## config.mk

```make
export PLATFORM = sky130hd
export DESIGN_NAME = next_fit_allocator_coalescing_core
export DESIGN_NICKNAME = d
export VERILOG_FILES = /design/src/rtl/core/nfac_pkg.sv /design/src/rtl/core/nfac_seg_table.sv /design/src/rtl/core/nfac_proc_store.sv /design/src/rtl/core/next_fit_allocator_coalescing_core.sv
export SDC_FILE = /design/constraint.sdc
export NUM_CORES = 2
export LEC_CHECK = 0
export ABC_CLOCK_PERIOD_IN_PS = 11200
export BUFFER_PORTS_ARGS = -buffer_cell sky130_fd_sc_hd__buf_2
export CAP_MARGIN = 20
export CORE_MARGIN = 2
export CORE_UTILIZATION = 45
export CTS_CLUSTER_SIZE = 24
export DETAILED_ROUTE_END_ITERATION = 8
export HOLD_SLACK_MARGIN = 0.1
export PLACE_DENSITY_LB_ADDON = 0.25
export SYNTH_ARGS = -nofsm -noshare
export SYNTH_HDL_FRONTEND = slang
export SYNTH_SLANG_ARGS = --single-unit
```

## constraint.sdc

```tcl
create_clock -name clk -period 11.2 [get_ports clk]
set_input_delay 2.24 -clock clk [delete_from_list [all_inputs] [get_ports clk]]
set_output_delay 2.24 -clock clk [all_outputs]
set_load 0.1 [all_outputs]
```

## src/rtl/core/nfac_pkg.sv

```systemverilog
// Shared types and constants for the next-fit allocator core.
// Depends on nothing; every other file in rtl/core refers to it by scoped names.
package nfac_pkg;

    localparam logic [15:0] POOL_RESET = 16'd1000;

    localparam logic [2:0] ST_OK       = 3'd0;
    localparam logic [2:0] ST_NOFIT    = 3'd1;
    localparam logic [2:0] ST_NOTFOUND = 3'd2;
    localparam logic [2:0] ST_FULL     = 3'd3;
    localparam logic [2:0] ST_ZERO     = 3'd4;

    localparam logic FUNC_ALLOC = 1'b0;
    localparam logic FUNC_FREE  = 1'b1;

    typedef enum logic [3:0] {
        S_IDLE,
        S_ASLOT,
        S_ASCAN,
        S_FRD,
        S_FCMP,
        S_FPOS,
        S_FLO,
        S_FACT,
        S_REMOVE,
        S_INSERT,
        S_DONE
    } state_t;

    typedef struct packed {
        logic [15:0] base;
        logic [16:0] len;
    } seg_ent_t;

    typedef struct packed {
        logic [15:0] ident;
        logic [15:0] base;
        logic [15:0] len;
    } proc_rec_t;

    typedef struct packed {
        logic wr;
        logic clr;
        logic clr_all;
    } proc_cmd_t;

endpackage

```

## src/rtl/core/nfac_seg_table.sv

```systemverilog
// Address-sorted free-segment table: one read port, one write port, init of entry 0.
// Depends on nfac_pkg.
module nfac_seg_table #(
    parameter int FREE_SLOTS = 16,
    parameter int SIW        = 4
) (
    input  logic                clk,
    input  logic                rst_n,
    input  logic                init,
    input  logic [15:0]         init_len,
    input  logic [SIW-1:0]      rd_idx,
    output nfac_pkg::seg_ent_t  rd_ent,
    input  logic                wr_en,
    input  logic [SIW-1:0]      wr_idx,
    input  nfac_pkg::seg_ent_t  wr_ent
);

    nfac_pkg::seg_ent_t seg_reg [FREE_SLOTS];

    always_ff @(posedge clk or negedge rst_n)
    begin
        if (!rst_n)
        begin
            seg_reg[0].base <= '0;
            seg_reg[0].len  <= {1'b0, nfac_pkg::POOL_RESET};
            for (int i = 1; i < FREE_SLOTS; i++)
            begin
                seg_reg[i] <= '0;
            end
        end
        else if (init)
        begin
            seg_reg[0].base <= '0;
            seg_reg[0].len  <= {1'b0, init_len};
        end
        else if (wr_en)
        begin
            seg_reg[wr_idx] <= wr_ent;
        end
    end

    assign rd_ent = seg_reg[rd_idx];

endmodule

```

## src/rtl/core/nfac_proc_store.sv

```systemverilog
// Process records: valid bits in flip-flops, id/base/length in a memory with registered read.
// Depends on nfac_pkg.
module nfac_proc_store #(
    parameter int PROC_SLOTS = 64,
    parameter int PIW        = 6
) (
    input  logic                clk,
    input  logic                rst_n,
    input  nfac_pkg::proc_cmd_t cmd,
    input  logic [PIW-1:0]      addr,
    input  nfac_pkg::proc_rec_t wr_rec,
    output nfac_pkg::proc_rec_t rd_rec,
    output logic                valid_bit
);

    logic [PROC_SLOTS-1:0] valid_reg;
    nfac_pkg::proc_rec_t   rec_mem [PROC_SLOTS];
    nfac_pkg::proc_rec_t   rd_rec_reg;

    always_ff @(posedge clk or negedge rst_n)
    begin
        if (!rst_n)
        begin
            valid_reg <= '0;
        end
        else if (cmd.clr_all)
        begin
            valid_reg <= '0;
        end
        else if (cmd.wr)
        begin
            valid_reg[addr] <= 1'b1;
        end
        else if (cmd.clr)
        begin
            valid_reg[addr] <= 1'b0;
        end
    end

    always_ff @(posedge clk)
    begin
        if (cmd.wr)
        begin
            rec_mem[addr] <= wr_rec;
        end
        rd_rec_reg <= rec_mem[addr];
    end

    assign rd_rec    = rd_rec_reg;
    assign valid_bit = valid_reg[addr];

endmodule

```

## src/rtl/core/next_fit_allocator_coalescing_core.sv

```systemverilog
// Next-fit pool allocator with coalescing free: sequencer and top level.
// Depends on nfac_pkg, nfac_seg_table and nfac_proc_store.
//
// Usage: one beat on the input channel (func, req_size, free_id) gives exactly one beat on
// the output channel (status, grant_addr, grant_id, seg_size); both use valid/ready.
// An allocate first walks the process slots one per cycle for a free record, then scans
// the free table from the rover one entry per cycle (up to FREE_SLOTS entries), and
// removes an emptied entry by shifting one entry per cycle.
// A free walks the process slots with a read state and a compare state per slot (registered
// memory read), finds the insertion point one entry per cycle, then merges, or inserts or
// removes by shifting.
// in_ready returns in the cycle in which out_valid rises. in_ready is high only while no
// item is in work; one finished result may wait in the output register while the next
// item is taken. When the receiver stalls, the block finishes the current item and then
// holds it until the output register is free.
// Reset sets the pool to 1000 units in one free segment, rover 0, no processes, id 0.
// A cfg_we write sets the pool size and reinitializes the same state; the user is to make
// it only while the block is idle, as the block itself does not enforce this.
module next_fit_allocator_coalescing_core #(
    parameter int FREE_SLOTS = 16,
    parameter int PROC_SLOTS = 64
) (
    input  logic        clk,
    input  logic        rst_n,
    input  logic        in_valid,
    output logic        in_ready,
    input  logic        func,
    input  logic [15:0] req_size,
    input  logic [15:0] free_id,
    output logic        out_valid,
    input  logic        out_ready,
    output logic [2:0]  status,
    output logic [15:0] grant_addr,
    output logic [15:0] grant_id,
    output logic [15:0] seg_size,
    input  logic        cfg_we,
    input  logic [15:0] cfg_wdata
);

    localparam int SIW = $clog2(FREE_SLOTS);
    localparam int CW  = $clog2(FREE_SLOTS + 1);
    localparam int PIW = (PROC_SLOTS > 1) ? $clog2(PROC_SLOTS) : 1;
    localparam logic [PIW-1:0] LAST_SLOT = PIW'(PROC_SLOTS - 1);
    localparam logic [CW-1:0]  FULL_CNT  = CW'(FREE_SLOTS);

    nfac_pkg::state_t state_reg, state_next;

    logic [15:0]     req_reg, req_next;
    logic [15:0]     fid_reg, fid_next;
    logic [PIW-1:0]  slot_reg, slot_next;
    logic [CW-1:0]   k_reg, k_next;
    logic [SIW-1:0]  idx_reg, idx_next;
    logic [CW-1:0]   pos_reg, pos_next;
    logic [15:0]     a_reg, a_next;
    logic [15:0]     l_reg, l_next;
    logic            lo_join_reg, lo_join_next;
    logic [15:0]     lo_base_reg, lo_base_next;
    logic [16:0]     lo_len_reg, lo_len_next;
    logic            up_join_reg, up_join_next;
    logic [16:0]     up_len_reg, up_len_next;
    logic [CW-1:0]   count_reg, count_next;
    logic [SIW-1:0]  rover_reg, rover_next;
    logic [15:0]     id_cnt_reg, id_cnt_next;
    logic [2:0]      res_status_reg, res_status_next;
    logic [15:0]     res_addr_reg, res_addr_next;
    logic [15:0]     res_id_reg, res_id_next;
    logic [15:0]     res_size_reg, res_size_next;
    logic            out_valid_reg, out_valid_next;
    logic [2:0]      status_reg, status_next;
    logic [15:0]     grant_addr_reg, grant_addr_next;
    logic [15:0]     grant_id_reg, grant_id_next;
    logic [15:0]     seg_size_reg, seg_size_next;

    logic [SIW-1:0]      seg_rd_idx;
    nfac_pkg::seg_ent_t  seg_rd;
    logic                seg_wr_en;
    logic [SIW-1:0]      seg_wr_idx;
    nfac_pkg::seg_ent_t  seg_wr;
    nfac_pkg::proc_cmd_t proc_cmd;
    nfac_pkg::proc_rec_t proc_wr;
    nfac_pkg::proc_rec_t proc_rd;
    logic                proc_valid;

    logic in_acc;
    logic out_free;
    logic pos_in;
    logic fit;
    logic lo_hit;
    logic up_hit;

    assign in_acc   = in_valid && in_ready;
    assign out_free = !out_valid_reg || out_ready;
    assign pos_in   = pos_reg < count_reg;
    assign fit      = seg_rd.len >= {1'b0, req_reg};
    assign lo_hit   = (pos_reg != '0) &&
                      (({2'b0, seg_rd.base} + {1'b0, seg_rd.len}) == {2'b0, a_reg});
    assign up_hit   = pos_in && (({1'b0, a_reg} + {1'b0, l_reg}) == {1'b0, seg_rd.base});

    nfac_seg_table #(
        .FREE_SLOTS (FREE_SLOTS),
        .SIW        (SIW)
    ) u_seg (
        .clk      (clk),
        .rst_n    (rst_n),
        .init     (cfg_we),
        .init_len (cfg_wdata),
        .rd_idx   (seg_rd_idx),
        .rd_ent   (seg_rd),
        .wr_en    (seg_wr_en),
        .wr_idx   (seg_wr_idx),
        .wr_ent   (seg_wr)
    );

    nfac_proc_store #(
        .PROC_SLOTS (PROC_SLOTS),
        .PIW        (PIW)
    ) u_proc (
        .clk       (clk),
        .rst_n     (rst_n),
        .cmd       (proc_cmd),
        .addr      (slot_reg),
        .wr_rec    (proc_wr),
        .rd_rec    (proc_rd),
        .valid_bit (proc_valid)
    );

    // Next state.
    always_comb
    begin
        state_next = state_reg;
        case (state_reg)
            nfac_pkg::S_IDLE:
            begin
                if (in_acc)
                begin
                    if (func == nfac_pkg::FUNC_FREE)
                        state_next = nfac_pkg::S_FRD;
                    else if (req_size == '0)
                        state_next = nfac_pkg::S_DONE;
                    else
                        state_next = nfac_pkg::S_ASLOT;
                end
            end
            nfac_pkg::S_ASLOT:
            begin
                if (!proc_valid)
                    state_next = nfac_pkg::S_ASCAN;
                else if (slot_reg == LAST_SLOT)
                    state_next = nfac_pkg::S_DONE;
            end
            nfac_pkg::S_ASCAN:
            begin
                if (k_reg == count_reg)
                    state_next = nfac_pkg::S_DONE;
                else if (fit)
                    state_next = (seg_rd.len == {1'b0, req_reg}) ? nfac_pkg::S_REMOVE
                                                                 : nfac_pkg::S_DONE;
            end
            nfac_pkg::S_FRD:
            begin
                state_next = nfac_pkg::S_FCMP;
            end
            nfac_pkg::S_FCMP:
            begin
                if (proc_valid && proc_rd.ident == fid_reg)
                    state_next = nfac_pkg::S_FPOS;
                else if (slot_reg == LAST_SLOT)
                    state_next = nfac_pkg::S_DONE;
                else
                    state_next = nfac_pkg::S_FRD;
            end
            nfac_pkg::S_FPOS:
            begin
                if (!(pos_in && seg_rd.base < a_reg))
                    state_next = nfac_pkg::S_FLO;
            end
            nfac_pkg::S_FLO:
            begin
                state_next = nfac_pkg::S_FACT;
            end
            nfac_pkg::S_FACT:
            begin
                if (lo_join_reg && up_join_reg)
                    state_next = nfac_pkg::S_REMOVE;
                else if (lo_join_reg || up_join_reg || count_reg == FULL_CNT)
                    state_next = nfac_pkg::S_DONE;
                else
                    state_next = nfac_pkg::S_INSERT;
            end
            nfac_pkg::S_REMOVE:
            begin
                if (!(k_reg + CW'(1) < count_reg))
                    state_next = nfac_pkg::S_DONE;
            end
            nfac_pkg::S_INSERT:
            begin
                if (!(k_reg > pos_reg))
                    state_next = nfac_pkg::S_DONE;
            end
            nfac_pkg::S_DONE:
            begin
                if (out_free)
                    state_next = nfac_pkg::S_IDLE;
            end
            default:
            begin
                state_next = nfac_pkg::S_IDLE;
            end
        endcase
    end

    // Datapath control and register updates.
    always_comb
    begin
        logic [SIW-1:0] r_tmp;
        logic [CW-1:0]  c_tmp;

        r_tmp           = rover_reg;
        c_tmp           = count_reg;
        in_ready        = (state_reg == nfac_pkg::S_IDLE);
        req_next        = req_reg;
        fid_next        = fid_reg;
        slot_next       = slot_reg;
        k_next          = k_reg;
        idx_next        = idx_reg;
        pos_next        = pos_reg;
        a_next          = a_reg;
        l_next          = l_reg;
        lo_join_next    = lo_join_reg;
        lo_base_next    = lo_base_reg;
        lo_len_next     = lo_len_reg;
        up_join_next    = up_join_reg;
        up_len_next     = up_len_reg;
        count_next      = count_reg;
        rover_next      = rover_reg;
        id_cnt_next     = id_cnt_reg;
        res_status_next = res_status_reg;
        res_addr_next   = res_addr_reg;
        res_id_next     = res_id_reg;
        res_size_next   = res_size_reg;
        out_valid_next  = out_valid_reg && !out_ready;
        status_next     = status_reg;
        grant_addr_next = grant_addr_reg;
        grant_id_next   = grant_id_reg;
        seg_size_next   = seg_size_reg;
        seg_rd_idx      = idx_reg;
        seg_wr_en       = 1'b0;
        seg_wr_idx      = idx_reg;
        seg_wr          = seg_rd;
        proc_cmd        = '0;
        proc_wr.ident   = id_cnt_reg;
        proc_wr.base    = seg_rd.base;
        proc_wr.len     = req_reg;

        case (state_reg)
            nfac_pkg::S_IDLE:
            begin
                if (in_acc)
                begin
                    req_next        = req_size;
                    fid_next        = free_id;
                    slot_next       = '0;
                    res_status_next = nfac_pkg::ST_ZERO;
                    res_addr_next   = '0;
                    res_id_next     = '0;
                    res_size_next   = '0;
                end
            end
            nfac_pkg::S_ASLOT:
            begin
                if (!proc_valid)
                begin
                    k_next   = '0;
                    idx_next = (CW'(rover_reg) < count_reg) ? rover_reg : '0;
                end
                else if (slot_reg == LAST_SLOT)
                begin
                    res_status_next = nfac_pkg::ST_FULL;
                end
                else
                begin
                    slot_next = slot_reg + PIW'(1);
                end
            end
            nfac_pkg::S_ASCAN:
            begin
                if (k_reg == count_reg)
                begin
                    res_status_next = nfac_pkg::ST_NOFIT;
                end
                else if (fit)
                begin
                    // Cut from the low end and leave the rover on this entry.
                    seg_wr_en       = 1'b1;
                    seg_wr.base     = seg_rd.base + req_reg;
                    seg_wr.len      = seg_rd.len - {1'b0, req_reg};
                    rover_next      = idx_reg;
                    proc_cmd.wr     = 1'b1;
                    res_status_next = nfac_pkg::ST_OK;
                    res_addr_next   = seg_rd.base;
                    res_id_next     = id_cnt_reg;
                    res_size_next   = req_reg;
                    id_cnt_next     = id_cnt_reg + 16'd1;
                    pos_next        = CW'(idx_reg);
                    k_next          = CW'(idx_reg);
                end
                else
                begin
                    k_next   = k_reg + CW'(1);
                    idx_next = (CW'(idx_reg) + CW'(1) == count_reg) ? '0
                                                                    : idx_reg + SIW'(1);
                end
            end
            nfac_pkg::S_FCMP:
            begin
                if (proc_valid && proc_rd.ident == fid_reg)
                begin
                    a_next   = proc_rd.base;
                    l_next   = proc_rd.len;
                    pos_next = '0;
                end
                else if (slot_reg == LAST_SLOT)
                begin
                    res_status_next = nfac_pkg::ST_NOTFOUND;
                end
                else
                begin
                    slot_next = slot_reg + PIW'(1);
                end
            end
            nfac_pkg::S_FPOS:
            begin
                seg_rd_idx = pos_reg[SIW-1:0];
                if (pos_in && seg_rd.base < a_reg)
                begin
                    pos_next = pos_reg + CW'(1);
                end
                else
                begin
                    up_join_next = up_hit;
                    up_len_next  = seg_rd.len;
                end
            end
            nfac_pkg::S_FLO:
            begin
                seg_rd_idx   = SIW'(pos_reg - CW'(1));
                lo_join_next = lo_hit;
                lo_base_next = seg_rd.base;
                lo_len_next  = seg_rd.len;
            end
            nfac_pkg::S_FACT:
            begin
                res_status_next = nfac_pkg::ST_OK;
                res_addr_next   = a_reg;
                res_id_next     = fid_reg;
                res_size_next   = l_reg;
                proc_cmd.clr    = 1'b1;
                k_next          = pos_reg;
                if (lo_join_reg)
                begin
                    seg_wr_en   = 1'b1;
                    seg_wr_idx  = SIW'(pos_reg - CW'(1));
                    seg_wr.base = lo_base_reg;
                    seg_wr.len  = up_join_reg ? 17'(lo_len_reg + {1'b0, l_reg} + up_len_reg)
                                              : 17'(lo_len_reg + {1'b0, l_reg});
                end
                else if (up_join_reg)
                begin
                    seg_wr_en   = 1'b1;
                    seg_wr_idx  = pos_reg[SIW-1:0];
                    seg_wr.base = a_reg;
                    seg_wr.len  = 17'(up_len_reg + {1'b0, l_reg});
                end
                else if (count_reg == FULL_CNT)
                begin
                    // No room for a new entry: the process stays allocated.
                    proc_cmd.clr    = 1'b0;
                    res_status_next = nfac_pkg::ST_FULL;
                    res_addr_next   = '0;
                    res_id_next     = '0;
                    res_size_next   = '0;
                end
                else
                begin
                    k_next = count_reg;
                end
            end
            nfac_pkg::S_REMOVE:
            begin
                seg_rd_idx = SIW'(k_reg + CW'(1));
                if (k_reg + CW'(1) < count_reg)
                begin
                    seg_wr_en  = 1'b1;
                    seg_wr_idx = k_reg[SIW-1:0];
                    k_next     = k_reg + CW'(1);
                end
                else
                begin
                    c_tmp = count_reg - CW'(1);
                    if (pos_reg < CW'(rover_reg))
                        r_tmp = rover_reg - SIW'(1);
                    if (CW'(r_tmp) >= c_tmp)
                        r_tmp = '0;
                    count_next = c_tmp;
                    rover_next = r_tmp;
                end
            end
            nfac_pkg::S_INSERT:
            begin
                if (k_reg > pos_reg)
                begin
                    seg_rd_idx = SIW'(k_reg - CW'(1));
                    seg_wr_en  = 1'b1;
                    seg_wr_idx = k_reg[SIW-1:0];
                    k_next     = k_reg - CW'(1);
                end
                else
                begin
                    seg_wr_en   = 1'b1;
                    seg_wr_idx  = pos_reg[SIW-1:0];
                    seg_wr.base = a_reg;
                    seg_wr.len  = {1'b0, l_reg};
                    count_next  = count_reg + CW'(1);
                    if (count_reg == '0)
                        rover_next = '0;
                    else if (pos_reg <= CW'(rover_reg))
                        rover_next = rover_reg + SIW'(1);
                end
            end
            nfac_pkg::S_DONE:
            begin
                if (out_free)
                begin
                    out_valid_next  = 1'b1;
                    status_next     = res_status_reg;
                    grant_addr_next = res_addr_reg;
                    grant_id_next   = res_id_reg;
                    seg_size_next   = res_size_reg;
                end
            end
            default:
            begin
            end
        endcase

        if (cfg_we)
        begin
            proc_cmd.clr_all = 1'b1;
            count_next       = (cfg_wdata != '0) ? CW'(1) : '0;
            rover_next       = '0;
            id_cnt_next      = '0;
        end
    end

    always_ff @(posedge clk or negedge rst_n)
    begin
        if (!rst_n)
        begin
            state_reg     <= nfac_pkg::S_IDLE;
            count_reg     <= CW'(1);
            rover_reg     <= '0;
            id_cnt_reg    <= '0;
            out_valid_reg <= 1'b0;
        end
        else
        begin
            state_reg     <= state_next;
            count_reg     <= count_next;
            rover_reg     <= rover_next;
            id_cnt_reg    <= id_cnt_next;
            out_valid_reg <= out_valid_next;
        end
    end

    always_ff @(posedge clk)
    begin
        req_reg        <= req_next;
        fid_reg        <= fid_next;
        slot_reg       <= slot_next;
        k_reg          <= k_next;
        idx_reg        <= idx_next;
        pos_reg        <= pos_next;
        a_reg          <= a_next;
        l_reg          <= l_next;
        lo_join_reg    <= lo_join_next;
        lo_base_reg    <= lo_base_next;
        lo_len_reg     <= lo_len_next;
        up_join_reg    <= up_join_next;
        up_len_reg     <= up_len_next;
        res_status_reg <= res_status_next;
        res_addr_reg   <= res_addr_next;
        res_id_reg     <= res_id_next;
        res_size_reg   <= res_size_next;
        status_reg     <= status_next;
        grant_addr_reg <= grant_addr_next;
        grant_id_reg   <= grant_id_next;
        seg_size_reg   <= seg_size_next;
    end

    assign out_valid  = out_valid_reg;
    assign status     = status_reg;
    assign grant_addr = grant_addr_reg;
    assign grant_id   = grant_id_reg;
    assign seg_size   = seg_size_reg;

endmodule

```

# Yosys cells after proc, flatten, opt, wreduce, memory -nomap -nowiden
# Memories as Yosys holds them, arrays and structs flattened. A register that Yosys moved wholly into a read port is not among the register bits.
# Cells that the tools add are included.
dict set report classes {
  addsub 19
  n_mul 0
  div 0
  magnitude_cmp 14
  n_eq_ne 43
  shifts 0
  n_mux 138
  n_bitwise 7
  n_reduce_logical 46
}
# op n
set op_table {}
lappend op_table {{$bwmux 528} 1}
lappend op_table {{$mux 528} 1}
lappend op_table {{$mux 16} 20}
lappend op_table {{$mux 33} 9}
lappend op_table {{$mux 64} 3}
lappend op_table {{$pmux 16 s3} 3}
lappend op_table {{$mux 4} 34}
lappend op_table {{$bmux 33 s4} 1}
lappend op_table {{$demux 33 s4} 1}
lappend op_table {{$pmux 33 s3} 1}
lappend op_table {{$mux 5} 15}
lappend op_table {{$and 64x64->64} 1}
lappend op_table {{$not 64->64} 1}
lappend op_table {{$or 64x64->64} 1}
lappend op_table {{$pmux 4 s11} 1}
lappend op_table {{$add 17x16->17} 2}
lappend op_table {{$eq 17x16->1} 2}
lappend op_table {{$ne 2x2->1 const B} 17}
lappend op_table {{$pmux 5 s5} 1}
lappend op_table {{$mux 6} 4}
lappend op_table {{$pmux 4 s3} 2}
lappend op_table {{$mux 3} 7}
lappend op_table {{$add 16x17->18} 1}
lappend op_table {{$eq 18x16->1} 1}
lappend op_table {{65 further kinds} 137}
dict set report totals {
  regBits 860
  latch_bits 0
  mem_bits_rw 3072
  romBits 0
  input_bits 54
  output_inout_bits 53
  wordCells 327
  memories 1
}
# memory depth width read_ports rd_ports_with_merged_regs wr line_no
set mem_list {}
lappend mem_list {u_proc.rec_mem 64 48 1 1 1 nfac_proc_store.sv:17} ;# nfac_pkg::proc_rec_t rec_mem [PROC_SLOTS];

# Depth between registers and ports, before layout
dict set report logic_depth {
  ltp_word 14
  ltp_mapped 33
  ltp_nobuf 27
}

# By module
# Synthesis repeated with hierarchy kept, for this count alone.
dict set report hier_totals {
  cells_unflattened 10228
  area_unflattened_um2 163493.1
}
# mod instances cells_per_inst area_each_um2 seq_area_each_um2
set modules_own_cells {}
lappend modules_own_cells {nfac_proc_store 1 6896 120649.5 94810.9}
lappend modules_own_cells {nfac_seg_table 1 1470 23875.4 13220.2}
lappend modules_own_cells {next_fit_allocator_coalescing_core 1 1862 18968.2 7898.8}

# Worst setup path after synthesis
# No wires, ideal clock.
dict set report synth_timing {
  path_kind {flip-flop to flip-flop}
  start {reg pos_reg[2]}
  end {reg u_seg.seg_reg[27] in the netlist's numbering}
  arrival_ns 8.940
  required_time_ns 11.136
  path_slack_ns 2.196
  stages_incl_launch_ff 29
  synth_period_minus_slack_ns 9.004
  path_cell_list {edfxtp_1 > clkbuf_1 > inv_1 > ha_1 > a211o_1 > a221o_2 > nand4_1 > a22o_1 > buf_2 > buf_2 > buf_2 > buf_1 > clkbuf_1 > o31ai_1 > nor3_1 > ha_1 > nor2b_1 > o21ai_0 > a21boi_0 > o21ai_0 > nand2b_1 > a21o_1 > a41oi_1 > xor2_1 > o31ai_1 > a21oi_1 > a21oi_1 > buf_2 > mux2_2}
}
# element line_no
set synth_rtl {}
lappend synth_rtl {{start: declaration} next_fit_allocator_coalescing_core.sv:53} ;# logic [CW-1:0] pos_reg, pos_next;
lappend synth_rtl {{start signal: assignment} next_fit_allocator_coalescing_core.sv:482} ;# pos_reg <= pos_next;
lappend synth_rtl {{end signal: indexed assignment} nfac_seg_table.sv:38} ;# seg_reg[wr_idx] <= wr_ent;
lappend synth_rtl {{end: declaration} nfac_seg_table.sv:18} ;# nfac_pkg::seg_ent_t seg_reg [FREE_SLOTS];

==> key figures <==
STA
  • Fin. max-slew vios: 0
  • Clk_skew: 0.115 ns
  • RSZ-0062 raised after global routing: false
  • Final hold violation count: 0
  • Final Setup Violations: 0
  • Setup_tns: 0 ns
  • Min cycle time layout: 9.54 ns
  • Fmax achieved: 0.105 GHz
  • Final WS setup: 1.66 ns
  • Crit share post-route: 0.851
  • Tightest Pin Transition: approximately 1.3 ns
  • Worst slew margin: 0.158

Layout
  • Area growth from synthesis to final layout: 13.0%
  • Final std cells w/o fill: 15500
  • Fillers: 28600
  • Core Util, Final: 0.510
  • Max reg flops: between 3000 and 4000
  • Sequential Area: 116000 sq um
  • Share of cells above drive strength 1: 0.138
  • Final #Nets: between 10000 and 15000
  • Multi-input combinational cell area: 38200 sq um

Yosys
  • YS warnings: 0
  • Largest family of logic cells by synthesized area: compound AO/OA/AOI/OAI gates
  • Netlist cell types: roughly 100
  • Post-synthesis compound-gate area fraction: 0.143
  • Ys flop type: edfxtp_1
  • Synthesized area: 157000 sq um
  • FF+latch count, synth: 3980
  • Post-synth EDFFs: ~3300
  • Asr flop ratio synth: 0.156
  • Net Count, Synth: 10600
  • Gate Count Post-Synth: 10400
  • Sequential cell area fraction in the yosys report: 0.737
  • Post-synthesis mux area share: 0.0231
  • Simple-Gate Fraction of Synth Area: 0.0508
  • Post-Synth XOR/XNOR Area: 0.00969
  • Synth Area in Adders: 0.0139
  • Mean post-synth cell area: approximately 15 sq um

Clock tree
  • Post-CTS Resized: 0
  • CTS clk-pin slew, worst paths: 0.07 ns
  • H-Tree Depth: 5
  • CTS tree: built
  • Sink Count: 3980
  • Post-cts hold buffer count: 0
  • TritonCTS Buffers: 401
  • Clock root buffer master: clkbuf_16
  • Post-CTS setup buffer count: 0
  • Longest Clk Path Bufs: 4
  • Clock latency on the worst-skew pair: 1.04 ns

Floorplan
  • Ports: 107
  • Initial core utilization: 0.451
  • Die area: 354000 sq um
  • Die Wd: 595 microns
  • Rows: between 200 and 250
  • DIE HEIGHT: 595 microns
  • CORE AREA: 349000 sq um

Drt
  • # DRC: 0
  • Routed Antenna Nets: 0
  • Routed length per instance: 36.1 microns
  • DRT iter0 DRCs: 17400
  • Vias per cell: 6.69
  • Wirelength, routed: 558000 microns
  • Via count: 103000
  • TritonRoute pass-1 iters: 8

GRT
  • Met2 GRT Util: 0.473
  • Gr ovfl total: 0
  • Antenna violations before repair: 29
  • Gr busiest metal: met2
  • Pin count of the biggest net entering global routing: 173
  • M1 GR Usage: 0.424
  • First-pass GRT wire length: 771000 microns
  • Total GRT Usage: 0.307
  • Routing usage on met3: 0.0709
  • Vias in the first global route: 99100

Hold path
  • Worst hold path type: register to register
  • Hold Path Stages: 0
  • Hold path endpoint: l_reg[13]$_DFFE_PP_
  • Hold wc startpoint: u_proc.rd_rec[13]$_DFF_P_

Power
  • Pwr Density: 329 nW/um^2
  • Leakage: 60.2 nW
  • Worst IR Drop VDD: 558 uV

Setup path
  • R2R Path End: pos_reg[4]$_SDFFCE_PP0P_
  • Critical R2R Launch: state_reg[1]$_DFFE_PN0P_
  • Critical Path AT: 10.08 ns
  • Crit path max fanout: 48
  • Worst reg2reg path depth: 18
  • CP Launch Type: register
  • Critical Path End Type: register
  • R2R setup slack: 1.66 ns
  • Setup CP Type: register to register
  • Critical Path RT: roughly 12 ns

Place
  • HPWL Detailed: 311000 microns
  • Post-Place Worst Slack: approximately 2.0 ns
  • Gpl congestion: 0.940
  • Placed insts: 14700
  • IO buf count: 106

Job
  • MaxCap Viol Count: 0

Status
  • Status: completed
[placed cells by master, fill, tap and decap left out, types with 32 or more instances in the layout]
cell and instances:
edfxtp_1 3310, a22oi_1 1189, nand2_1 744, dfrtp_1 603, clkbuf_16 406, o21ai_0 394
a21oi_1 364, buf_4 302, nor2_1 253, mux2_2 247, a22o_1 228, nand3_1 223
a221oi_1 216, a31oi_1 204, ha_1 163, a41oi_1 142, xnor2_1 122, inv_1 109
buf_2 105, clkbuf_1 101, nand4_1 96, nor4_1 88, and3_1 70, clkinv_2 69
inv_4 64, xor2_1 52, mux2i_1 51, clkinv_1 51, dfxtp_1 48, bufinv_16 46
nor3_1 41, a21o_1 41, a211oi_1 35, o21a_1 32
[worst max path at each step]
| stage | start | endpoint | cells after the start |
|---|---|---|---|
| 6_report | state_reg[1]$_DFFE_PN0P_ | pos_reg[4]$_SDFFCE_PP0P_ | 18 |
| 2_1_floorplan | pos_reg[2]$_DFFE_PP_ | u_seg.seg_reg[27]$_DFFE_PN0P_ | 28 |
| 3_3_place_gp | pos_reg[2]$_DFFE_PP_ | u_seg.seg_reg[1]$_DFFE_PN0P_ | 27 |
| 3_5_place_dp | state_reg[1]$_DFFE_PN0P_ | u_seg.seg_reg[17]$_DFFE_PN0P_ | 23 |
| 5_1_grt | state_reg[1]$_DFFE_PN0P_ | u_seg.seg_reg[1]$_DFFE_PN0P_ | 23 |
| 4_1_cts | state_reg[1]$_DFFE_PN0P_ | u_seg.seg_reg[21]$_DFFE_PN0P_ | 22 |
[cells by family (layout without fill, tap and decap cells)]
kind of cell | count (synthesis) | count (layout)
mux | 315 | 315
xor+xnor | 174 | 174
buf+inv | 880 | 1358
simple gates | 1714 | 1714
compound gates | 3142 | 3142
flops | 3980 | 3980
other cells | 0 | 10
fa+ha+maj | 170 | 170
[worst max-delay path, stage by stage (launching register included)]
cell      delay [ns]
dfrtp_1         0.86
nor2b_1         0.24
nand2_1         0.57
a21oi_4         0.13
o21ai_1         0.92
nand2_4         0.70
buf_4           0.46
buf_4           0.30
nand2_1         0.12
nand3_1         0.13
a31o_2          0.34
o21ai_0         0.82
inv_2           0.40
ha_1            0.42
a211oi_1        0.30
nand3_1         0.13
o211ai_1        0.81
a21oi_4         0.44
a211oi_1        0.91
[synthesized netlist by cell type (21+ instances only)]
| cell type | instances | share of area |
|---|---|---|
| nand3_1 | 233 | 0.0074 |
| o21ai_0 | 395 | 0.013 |
| a221oi_1 | 216 | 0.012 |
| edfxtp_1 | 3310 | 0.63 |
| a221o_1 | 28 | 0.0018 |
| dfxtp_1 | 48 | 0.0061 |
| xnor2_1 | 122 | 0.0068 |
| o211ai_1 | 26 | 0.0012 |
| o31ai_1 | 21 | 0.0010 |
| a41oi_1 | 142 | 0.0079 |
| inv_1 | 175 | 0.0042 |
| a21oi_1 | 368 | 0.012 |
| nor2b_1 | 31 | 0.0012 |
| dfrtp_1 | 615 | 0.098 |
| xor2_1 | 52 | 0.0029 |
| nand4_1 | 96 | 0.0038 |
| clkbuf_1 | 493 | 0.012 |
| nand2_1 | 749 | 0.018 |
| buf_2 | 109 | 0.0035 |
| ha_1 | 163 | 0.013 |
| nor4_1 | 88 | 0.0035 |
| a22o_1 | 229 | 0.013 |
| a211oi_1 | 35 | 0.0017 |
| a22oi_1 | 1189 | 0.057 |
| a31oi_1 | 211 | 0.0084 |
| mux2i_1 | 53 | 0.0034 |
| and2_1 | 30 | 0.0012 |
| mux2_2 | 247 | 0.018 |
| a311oi_1 | 31 | 0.0017 |
| buf_1 | 81 | 0.0019 |
| nand2b_1 | 29 | 0.0012 |
| and3_1 | 78 | 0.0031 |
| a21o_1 | 41 | 0.0020 |
| nor3_1 | 47 | 0.0015 |
| o21a_1 | 32 | 0.0015 |
| nor2_1 | 261 | 0.0062 |
[stage by stage]
| step | total power, mW | instance area (sq um) | hold slack [ns] |
|---|---|---|---|
| 2_1_floorplan | 34.4 | 157000 | 0.386 |
| 3_3_place_gp | 43.9 | 164000 | 0.386 |
| 3_5_place_dp | 44.2 | 164000 | 0.391 |
| 6_report | 58.5 | 178000 | 0.351 |
| 4_1_cts | 57.9 | 178000 | 0.390 |
| 5_1_grt | 60.3 | 178000 | 0.380 |
[power breakdown]
| part | switching, mW | leakage [nW] | total [mW] | internal, mW |
|---|---|---|---|---|
| Clock | 5.88 | 6.58 | 13.9 | 7.97 |
| Combinational | 17.4 | 14.7 | 23.7 | 6.36 |
| Sequential | 0.858 | 38.9 | 20.9 | 20.0 |
[area by class of cell]
cell class	instances	share of cell area
tap	4599	0.0324
sequential	3980	0.653
antenna	10	0.000141
timing repair buffer	435	0.0188
clock buffer	538	0.0616
multi-input combinational	5515	0.215
inverter	176	0.00461
clock inverter	209	0.0145
[per-layer routing]
metal | share of wire | up-vias | wire, microns
met5 | 0.00020 | - | 113
met4 | 0.042 | 16 | 23200
met3 | 0.12 | 1198 | 68100
met2 | 0.45 | 7328 | 253000
met1 | 0.38 | 53100 | 213000
li1 | - | 41800 | -
(Power assumes the default switching activity.)
